## src/design/rgb_hsl_byte_converter_unit_macros.svh

```systemverilog
// ----------------------------------------------------------------------------
// rgb/hsl converter assertion macros
// shared concurrent assertion forms, clocked on clk_i, off during reset
// ----------------------------------------------------------------------------
`ifndef RGB_HSL_BYTE_CONVERTER_UNIT_MACROS_SVH
`define RGB_HSL_BYTE_CONVERTER_UNIT_MACROS_SVH

// same-cycle implication
`define RHB_ASSERT_IMPL(lbl, ante, cons, msg) \
  lbl: assert property (@(posedge clk_i) disable iff (!rst_ni) (ante) |-> (cons)) \
    else $error(msg);

// next-cycle implication
`define RHB_ASSERT_NEXT(lbl, ante, cons, msg) \
  lbl: assert property (@(posedge clk_i) disable iff (!rst_ni) (ante) |=> (cons)) \
    else $error(msg);

`endif

```

## src/design/rhb_pkg.sv

```systemverilog
// ----------------------------------------------------------------------------
// rhb_pkg
// types and constants of the rgb/hsl byte converter pipeline
// ----------------------------------------------------------------------------
package rhb_pkg;

  localparam int unsigned DivSteps = 8;
  localparam int unsigned DivStages = 4;
  localparam int unsigned StepsPerStage = DivSteps / DivStages;

  // how one hsl channel is formed
  typedef enum logic [1:0] {
    KIND_RAMP,
    KIND_HIGH,
    KIND_LOW
  } kind_e;

  // first stage: channel extremes, hue difference, m2 and wrapped hues
  typedef struct packed {
    logic              act;
    logic              grey;
    logic              szero;
    logic [7:0]        third;
    logic [7:0]        delta;
    logic [8:0]        sum;
    logic signed [11:0] d;
    logic [16:0]       m2;
    logic [7:0]        lum;
    logic [2:0][7:0]   hue;
  } a_t;

  // second stage: scaled hue numerator, saturation base, interpolation products
  typedef struct packed {
    logic              act;
    logic              force_z;
    logic [7:0]        third;
    logic [7:0]        delta;
    logic signed [19:0] num85;
    logic [8:0]        den2;
    logic [8:0]        sd;
    logic [16:0]       m1;
    logic [16:0]       m2;
    logic [2:0][1:0]   kind;
    logic [2:0][24:0]  prod;
  } b_t;

  // divider stages: three lanes of partial remainder, divisor and quotient
  typedef struct packed {
    logic              act;
    logic              force_z;
    logic [7:0]        third;
    logic [2:0][25:0]  rem;
    logic [2:0][16:0]  dvs;
    logic [2:0][7:0]   quo;
  } div_t;

endpackage

```

## src/design/rgb_hsl_byte_converter_unit.sv

```systemverilog
// ----------------------------------------------------------------------------
// rgb_hsl_byte_converter_unit
// pipelined 8-bit rgb to byte-scaled hsl and back converter
// ----------------------------------------------------------------------------
// a request is registered in stages a, b and c and in each divider stage before its result reaches the output
// throughput: one pixel per cycle while the output is not stalled, set by the 3-lane divider split 2 bits a stage
// stalls back up stage by stage; bubbles are filled while the output waits
// reset clears all valid bits asynchronously; data registers are not reset
// ----------------------------------------------------------------------------
`include "rgb_hsl_byte_converter_unit_macros.svh"

module rgb_hsl_byte_converter_unit (
  input  logic        clk_i,
  input  logic        rst_ni,
  input  logic        s_axis_tvalid_i,
  output logic        s_axis_tready_o,
  input  logic [23:0] s_axis_tdata_i,  // in_first[7:0], in_second[15:8], in_third[23:16]
  input  logic        s_axis_tuser_i,  // action[0]
  output logic        m_axis_tvalid_o,
  input  logic        m_axis_tready_i,
  output logic [23:0] m_axis_tdata_o   // out_first[7:0], out_second[15:8], out_third[23:16]
);

  localparam int unsigned NDiv = rhb_pkg::DivStages;
  localparam int unsigned Spb  = rhb_pkg::StepsPerStage;

  rhb_pkg::a_t   a_d, a_q;
  rhb_pkg::b_t   b_d, b_q;
  rhb_pkg::div_t div_d [0:NDiv];
  rhb_pkg::div_t div_q [0:NDiv];
  logic          a_v_q, b_v_q;
  logic [NDiv:0] dv_q;
  logic [NDiv:0] en_div;
  logic          en_a, en_b;

  // stall chain: a stage loads when empty or when the next one loads
  always_comb begin
    en_div[NDiv] = !dv_q[NDiv] || m_axis_tready_i;
    for (int j = NDiv - 1; j >= 0; j--) begin
      en_div[j] = !dv_q[j] || en_div[j+1];
    end
    en_b = !b_v_q || en_div[0];
    en_a = !a_v_q || en_b;
  end

  assign s_axis_tready_o = en_a;

  // stage a: extremes and hue difference, or m2 and the three hue offsets
  always_comb begin
    logic [7:0] r, g, bl, mx, mn, dl;
    logic [8:0] sm;
    logic [9:0] sm1;
    r  = s_axis_tdata_i[7:0];
    g  = s_axis_tdata_i[15:8];
    bl = s_axis_tdata_i[23:16];
    if (r > g) begin
      mx = (r > bl) ? r : bl;
      mn = (g < bl) ? g : bl;
    end else begin
      mx = (g > bl) ? g : bl;
      mn = (r < bl) ? r : bl;
    end
    dl  = mx - mn;
    sm  = {1'b0, mx} + {1'b0, mn};
    sm1 = {1'b0, sm} + 10'd1;
    a_d.act   = s_axis_tuser_i;
    a_d.grey  = (mx == mn);
    a_d.szero = (g == 8'd0);
    a_d.delta = dl;
    a_d.sum   = sm;
    a_d.lum   = bl;
    a_d.third = s_axis_tuser_i ? bl : sm1[8:1];
    if (r == mx) begin
      a_d.d = $signed({4'b0, g}) - $signed({4'b0, bl});
    end else if (g == mx) begin
      a_d.d = $signed({3'b0, dl, 1'b0}) + $signed({4'b0, bl}) - $signed({4'b0, r});
    end else begin
      a_d.d = $signed({2'b0, dl, 2'b0}) + $signed({4'b0, r}) - $signed({4'b0, g});
    end
    // m2 over 65025, with hue in r, saturation in g, lightness in bl
    if (bl < 8'd128) begin
      a_d.m2 = 17'(bl) * (17'd255 + 17'(g));
    end else begin
      a_d.m2 = 17'(17'd255 * (17'(bl) + 17'(g)) - 17'(bl) * 17'(g));
    end
    a_d.hue[0] = (r > 8'd170) ? 8'(r - 8'd170) : 8'(r + 8'd85);
    a_d.hue[1] = r;
    a_d.hue[2] = (r < 8'd85) ? 8'(r + 8'd170) : 8'(r - 8'd85);
  end

  // stage b: hue numerator, saturation divisor, interpolation products
  always_comb begin
    logic [16:0] m1, diff;
    logic [7:0]  t;
    m1   = 17'(17'd510 * 17'(a_q.lum) - a_q.m2);
    diff = a_q.m2 - m1;
    b_d.act     = a_q.act;
    b_d.force_z = a_q.act ? a_q.szero : a_q.grey;
    b_d.third   = a_q.third;
    b_d.delta   = a_q.delta;
    b_d.num85   = 20'(a_q.d) * 20'sd85;
    b_d.den2    = {a_q.delta, 1'b0};
    b_d.sd      = (a_q.sum < 9'd256) ? a_q.sum : 9'(9'd511 - a_q.sum);
    b_d.m1      = m1;
    b_d.m2      = a_q.m2;
    for (int k = 0; k < 3; k++) begin
      t = 8'd0;
      if (a_q.hue[k] <= 8'd42) begin
        b_d.kind[k] = rhb_pkg::KIND_RAMP;
        t           = a_q.hue[k];
      end else if (a_q.hue[k] <= 8'd127) begin
        b_d.kind[k] = rhb_pkg::KIND_HIGH;
      end else if (a_q.hue[k] <= 8'd169) begin
        b_d.kind[k] = rhb_pkg::KIND_RAMP;
        t           = 8'(8'd170 - a_q.hue[k]);
      end else begin
        b_d.kind[k] = rhb_pkg::KIND_LOW;
      end
      b_d.prod[k] = 25'(8'(t * 8'd6)) * 25'(diff);
    end
  end

  // stage c: rounded dividends and divisors for the three divider lanes
  always_comb begin
    logic signed [19:0] n;
    n = (b_q.num85 < 0) ? b_q.num85 + 20'sd255 * $signed({11'b0, b_q.den2}) : b_q.num85;
    div_d[0].act     = b_q.act;
    div_d[0].force_z = b_q.force_z;
    div_d[0].third   = b_q.third;
    div_d[0].quo     = '0;
    if (!b_q.act) begin
      div_d[0].rem[0] = 26'({n[18:0], 1'b0}) + 26'(b_q.den2);
      div_d[0].dvs[0] = 17'({b_q.den2, 1'b0});
      div_d[0].rem[1] = 26'(18'd510 * 18'(b_q.delta)) + 26'(b_q.sd);
      div_d[0].dvs[1] = 17'({b_q.sd, 1'b0});
      div_d[0].rem[2] = '0;
      div_d[0].dvs[2] = 17'd1;
    end else begin
      for (int k = 0; k < 3; k++) begin
        case (rhb_pkg::kind_e'(b_q.kind[k]))
          rhb_pkg::KIND_RAMP: begin
            div_d[0].rem[k] = 26'({(25'(25'd255 * 25'(b_q.m1)) + b_q.prod[k]), 1'b0})
                              + 26'd65025;
            div_d[0].dvs[k] = 17'd130050;
          end
          rhb_pkg::KIND_HIGH: begin
            div_d[0].rem[k] = 26'({b_q.m2, 1'b0}) + 26'd255;
            div_d[0].dvs[k] = 17'd510;
          end
          default: begin
            div_d[0].rem[k] = 26'({b_q.m1, 1'b0}) + 26'd255;
            div_d[0].dvs[k] = 17'd510;
          end
        endcase
      end
    end
  end

  // divider stages: restoring division, two quotient bits per stage
  for (genvar j = 1; j <= NDiv; j++) begin : g_div
    always_comb begin
      logic [25:0] sh;
      int          bitn;
      div_d[j] = div_q[j-1];
      for (int k = 0; k < 3; k++) begin
        for (int s = 0; s < Spb; s++) begin
          bitn = rhb_pkg::DivSteps - 1 - (j - 1) * Spb - s;
          sh   = {9'b0, div_d[j].dvs[k]} << bitn;
          if (div_d[j].rem[k] >= sh) begin
            div_d[j].rem[k]       = div_d[j].rem[k] - sh;
            div_d[j].quo[k][bitn[2:0]] = 1'b1;
          end
        end
      end
    end
  end

  // valid bits
  always_ff @(posedge clk_i or negedge rst_ni) begin
    if (!rst_ni) begin
      a_v_q <= 1'b0;
      b_v_q <= 1'b0;
      dv_q  <= '0;
    end else begin
      if (en_a) begin
        a_v_q <= s_axis_tvalid_i;
      end
      if (en_b) begin
        b_v_q <= a_v_q;
      end
      if (en_div[0]) begin
        dv_q[0] <= b_v_q;
      end
      for (int j = 1; j <= NDiv; j++) begin
        if (en_div[j]) begin
          dv_q[j] <= dv_q[j-1];
        end
      end
    end
  end

  // data registers
  always_ff @(posedge clk_i) begin
    if (en_a) begin
      a_q <= a_d;
    end
    if (en_b) begin
      b_q <= b_d;
    end
    for (int j = 0; j <= NDiv; j++) begin
      if (en_div[j]) begin
        div_q[j] <= div_d[j];
      end
    end
  end

  // result select: grey and zero-saturation cases override the quotients
  always_comb begin
    m_axis_tvalid_o = dv_q[NDiv];
    if (!div_q[NDiv].act) begin
      m_axis_tdata_o[7:0]   = div_q[NDiv].force_z ? 8'd0 : div_q[NDiv].quo[0];
      m_axis_tdata_o[15:8]  = div_q[NDiv].force_z ? 8'd0 : div_q[NDiv].quo[1];
      m_axis_tdata_o[23:16] = div_q[NDiv].third;
    end else if (div_q[NDiv].force_z) begin
      m_axis_tdata_o = {3{div_q[NDiv].third}};
    end else begin
      m_axis_tdata_o = {div_q[NDiv].quo[2], div_q[NDiv].quo[1], div_q[NDiv].quo[0]};
    end
  end

  `RHB_ASSERT_IMPL(a_full_when_blocked, !s_axis_tready_o, a_v_q && b_v_q && (&dv_q), "input blocked with a bubble in the pipe")
  `RHB_ASSERT_NEXT(a_accept_loads, s_axis_tvalid_i && s_axis_tready_o, a_v_q, "accepted request did not reach the first stage")
  `RHB_ASSERT_NEXT(a_last_holds, dv_q[NDiv] && !m_axis_tready_i, dv_q[NDiv] && $stable(div_q[NDiv]), "stalled result stage changed")

endmodule
```

## config.mk

```make
export PLATFORM = sky130hd
export DESIGN_NAME = rgb_hsl_byte_converter_unit
export DESIGN_NICKNAME = d
export VERILOG_FILES = /design/src/design/rhb_pkg.sv /design/src/design/rgb_hsl_byte_converter_unit.sv
export VERILOG_INCLUDE_DIRS = /design/src /design/src/design
export SDC_FILE = /design/constraint.sdc
export NUM_CORES = 2
export LEC_CHECK = 0
export BUFFER_PORTS_ARGS = -buffer_cell sky130_fd_sc_hd__buf_2
export CAP_MARGIN = 10
export CORE_MARGIN = 4
export CORE_UTILIZATION = 35
export DETAILED_ROUTE_END_ITERATION = 10
export HOLD_SLACK_MARGIN = 0.15
export PLACE_DENSITY = 0.52
export SKIP_LAST_GASP = 1
export SLEW_MARGIN = 5
export SYNTH_ARGS = -nofsm -noshare
export SYNTH_HDL_FRONTEND = slang
export SYNTH_SLANG_ARGS = --single-unit
export TNS_END_PERCENT = 5
```

## constraint.sdc

```tcl
create_clock -name clk_i -period 11.5 [get_ports clk_i]
set_input_delay 1.15 -clock clk_i [delete_from_list [all_inputs] [get_ports clk_i]]
set_output_delay 1.15 -clock clk_i [all_outputs]
set_load 0.005 [all_outputs]
```

==> flow_metrics.env <==
export IMPL_cts_clk_slew_worst_paths_ns=0.06
export IMPL_drt_pass1_iterations=7
export IMPL_synth_edf_count=736
export IMPL_dieWidth_um=499
export IMPL_arrival_ns=11.11
export IMPL_postCtsSetupBuffers=0
export IMPL_cts_tree="yes"
export IMPL_fin_crit_sh_pct=92.7
export IMPL_holdWs_ns=0.248
export IMPL_ant_nets=0
export IMPL_core_sq_mm=0.239
export IMPL_clock_fmax_mhz=93.8
export IMPL_clock_path_buffers=3
export IMPL_ys_warn_count=0
export IMPL_io_pins=55
export IMPL_setup_violations=0
export IMPL_drt_wl_total_mm=240
export IMPL_synth_top_flop_cell="edfxtp_1"
export IMPL_synth_cells=9081
export IMPL_rsz0062_at_grt="false"
export IMPL_final_common_cell="inv_1"
export IMPL_overflow=0
export IMPL_status="finished, final reports clean"
export IMPL_cap_viol_max_count=0
export IMPL_routabilityCongestion=0.937
export IMPL_grt_start_max_net_pins=83
export IMPL_cts_buffers=89
export IMPL_synthDistinctLibCells=110
export IMPL_rr_worst_depth=41
export IMPL_grt_antenna_before_repair=6
export IMPL_path_common_cell="inv_1"
export IMPL_dr_first_iter_drc_count=4500
export IMPL_place_area_sq_mm=0.0885
export IMPL_drive_above_1_share_pct=5.71
export IMPL_hold_buffers=0
export IMPL_synthesis_area_sq_mm=0.0843
export IMPL_worst_pin_slew_ns=1.23
export IMPL_async_flop_share_pct=0.942
export IMPL_hp_class="in2async"
export IMPL_io_buffers=54
export IMPL_path_class="reg2reg"
export IMPL_rows=179
export IMPL_start_util_pct=35.3
export IMPL_synth_top_cell_area_share_pct=26.2
export IMPL_worst_path_buf_inv=8
export IMPL_crit_family="adder cells"
export IMPL_fillers=23800
export IMPL_cp_end_kind="register"
export IMPL_hold_viol=0
export IMPL_cts_root_buf="clkbuf_16"
export IMPL_yosysSeqAreaShare_pct=26.4
export IMPL_insertion_delay_ns=0.75
export IMPL_cp_slowest_stage_delay_ns=0.57
export IMPL_dieHeight_um=499
export IMPL_yosysTopAreaCell="edfxtp_1"
export IMPL_cts_sink_count=743
export IMPL_fin_skew_ns=0.0527
export IMPL_cp_num_cells=41
export IMPL_ctsHtreeMaxLevel=3
export IMPL_cts_resized=0
export IMPL_drc=0
export IMPL_tns_ns=0
export IMPL_fin_util_pct=38.4
export IMPL_syn_to_final_growth_pct=8.75
export IMPL_worstPathRequired_ns=11.95
export IMPL_layout_common_cells="inv_1, ha_1, nor2_1"
export IMPL_postSynthAreaPerCell_sq_um=9.28
export IMPL_fin_crit_ns=10.66
export IMPL_crit_fanout=5
export IMPL_slew_headroom_pct=18.0
export IMPL_fin_area_sq_mm=0.0916
export IMPL_startpoint_type="register"
export IMPL_synth_area_leaders="edfxtp_1, ha_1, fa_1"
export IMPL_grt_usage_pct=19.0
export IMPL_place_hpwl_mm=196
export IMPL_num_vias=64800
export IMPL_grt_pass1_vias=65300
export IMPL_grt_first_pass_wirelength_mm=376
export IMPL_synth_seq_cells=743
export IMPL_slew_viol_final=0
export IMPL_fin_nets=10700
export IMPL_via_per_inst=5.24
export IMPL_routedWlPerCell_um=19.4
export IMPL_die_area_sq_mm=0.249
export IMPL_cp_slowest_cell="fa_1"
==> worst reg2reg max path: cells and delay by family, from the launching register on <==
family          cells  cell delay (ns)
fa+ha+maj          12             4.83
xor+xnor            4             0.91
compound gates     12             2.55
simple gates        5             1.00
flops               1             0.38
buf+inv             8             0.74
==> metrics by stage <==
step / cells / setup WS [ns]
after detailed placement: 12200 / 0.412
after floorplan: 9083 / 0.821
after global placement: 12200 / 0.435
after global routing: 12400 / 0.0223
after CTS: 12400 / 0.341
final: 12400 / 0.839
==> flip-flops by register name, summed over array words and instances (netlist names) <==
name and cells:
div_q 494, b_q 154, a_q 88, dv_q 5
a_v_q 1, b_v_q 1
==> path summary, 6_finish.rpt <==
kind / start / end / slack (ns)
min reg2reg: div_q[0][320]$_DFFE_PP_ / div_q[0][483]$_DFFE_PP_ / 0.41
max reg2reg: a_q[28]$_DFFE_PP_ / b_q[24]$_DFFE_PP_ / 0.84
min: rst_ni / dv_q[2]$_DFFE_PN0P_ / 0.25
min in group clk_i: div_q[0][320]$_DFFE_PP_ / div_q[0][483]$_DFFE_PP_ / 0.41
max: a_q[28]$_DFFE_PP_ / b_q[24]$_DFFE_PP_ / 0.84
max in group asynchronous: rst_ni / dv_q[1]$_DFFE_PN0P_ / 11.09
==> final cells by class <==
| type | instances | area, sq um | area share [%] |
|---|---|---|---|
| flip-flops and latches | 743 | 22300 | 24.3 |
| multi-input cells | 7086 | 57400 | 62.6 |
| diodes | 3 | 7.51 | 0.00819 |
| well taps | 3167 | 3960 | 4.32 |
| clock inverters | 66 | 825 | 0.900 |
| repair buffers | 141 | 931 | 1.02 |
| clock buffers | 99 | 2260 | 2.47 |
| inverters | 1061 | 3990 | 4.35 |
==> kinds of logic (layout without fill, tap and decap cells) <==
family / count (synthesis) / count (layout) / synth area share, %
AND/OR/NAND/NOR: 2572 / 2572 / 14.4
AO/OA/AOI/OAI: 2040 / 2040 / 15.5
adder cells (fa/ha/maj): 1564 / 1564 / 28.0
buffers and inverters: 1254 / 1367 / 5.65
flip-flops: 743 / 743 / 26.4
XOR/XNOR: 726 / 726 / 7.63
multiplexers: 181 / 181 / 2.36
other: 1 / 6 / 0.00445
==> metal layers <==
layer	part of all wire (%)	GRT usage, %	wire, um	vias up
met1	47	25.9	112000	31200
met3	3.9	2.13	9290	313
met5	0.0079	0	19	-
met2	46	31.6	111000	1288
met4	3.4	5.79	8040	2
li1	-	-	-	32000
==> cells in the mapped netlist (14+ instances only) <==
cell and count:
nand2b_1 112, o21a_1 97, o21ai_0 477, o22ai_1 23
o31a_1 26, xnor2_1 482, mux2i_1 58, and4_1 18
and2_1 58, and3_1 41, buf_2 16, o31ai_1 51
or4_1 23, a21o_1 223, o21bai_1 86, o41ai_1 15
o211ai_1 54, mux2_2 116, nor2_1 834, nor4_1 45
nand4_1 94, or2_2 35, xor2_1 239, a211o_1 26
inv_1 1041, ha_1 1023, a21oi_1 586, nor4b_1 14
nor2b_1 106, fa_1 539, edfxtp_1 736, nand3b_1 21
nor3_1 182, clkinv_1 16, a31oi_1 58, o211a_1 16
clkbuf_1 161, nand2_1 709, or3_1 63, a31o_2 19
nand3_1 156, nor3b_1 18, a211oi_1 72, nand4b_1 14
a21boi_0 42
Power is left out: the tool's default activity adds up to more than one toggle a clock period on the data nets, which glitch-free logic cannot reach.
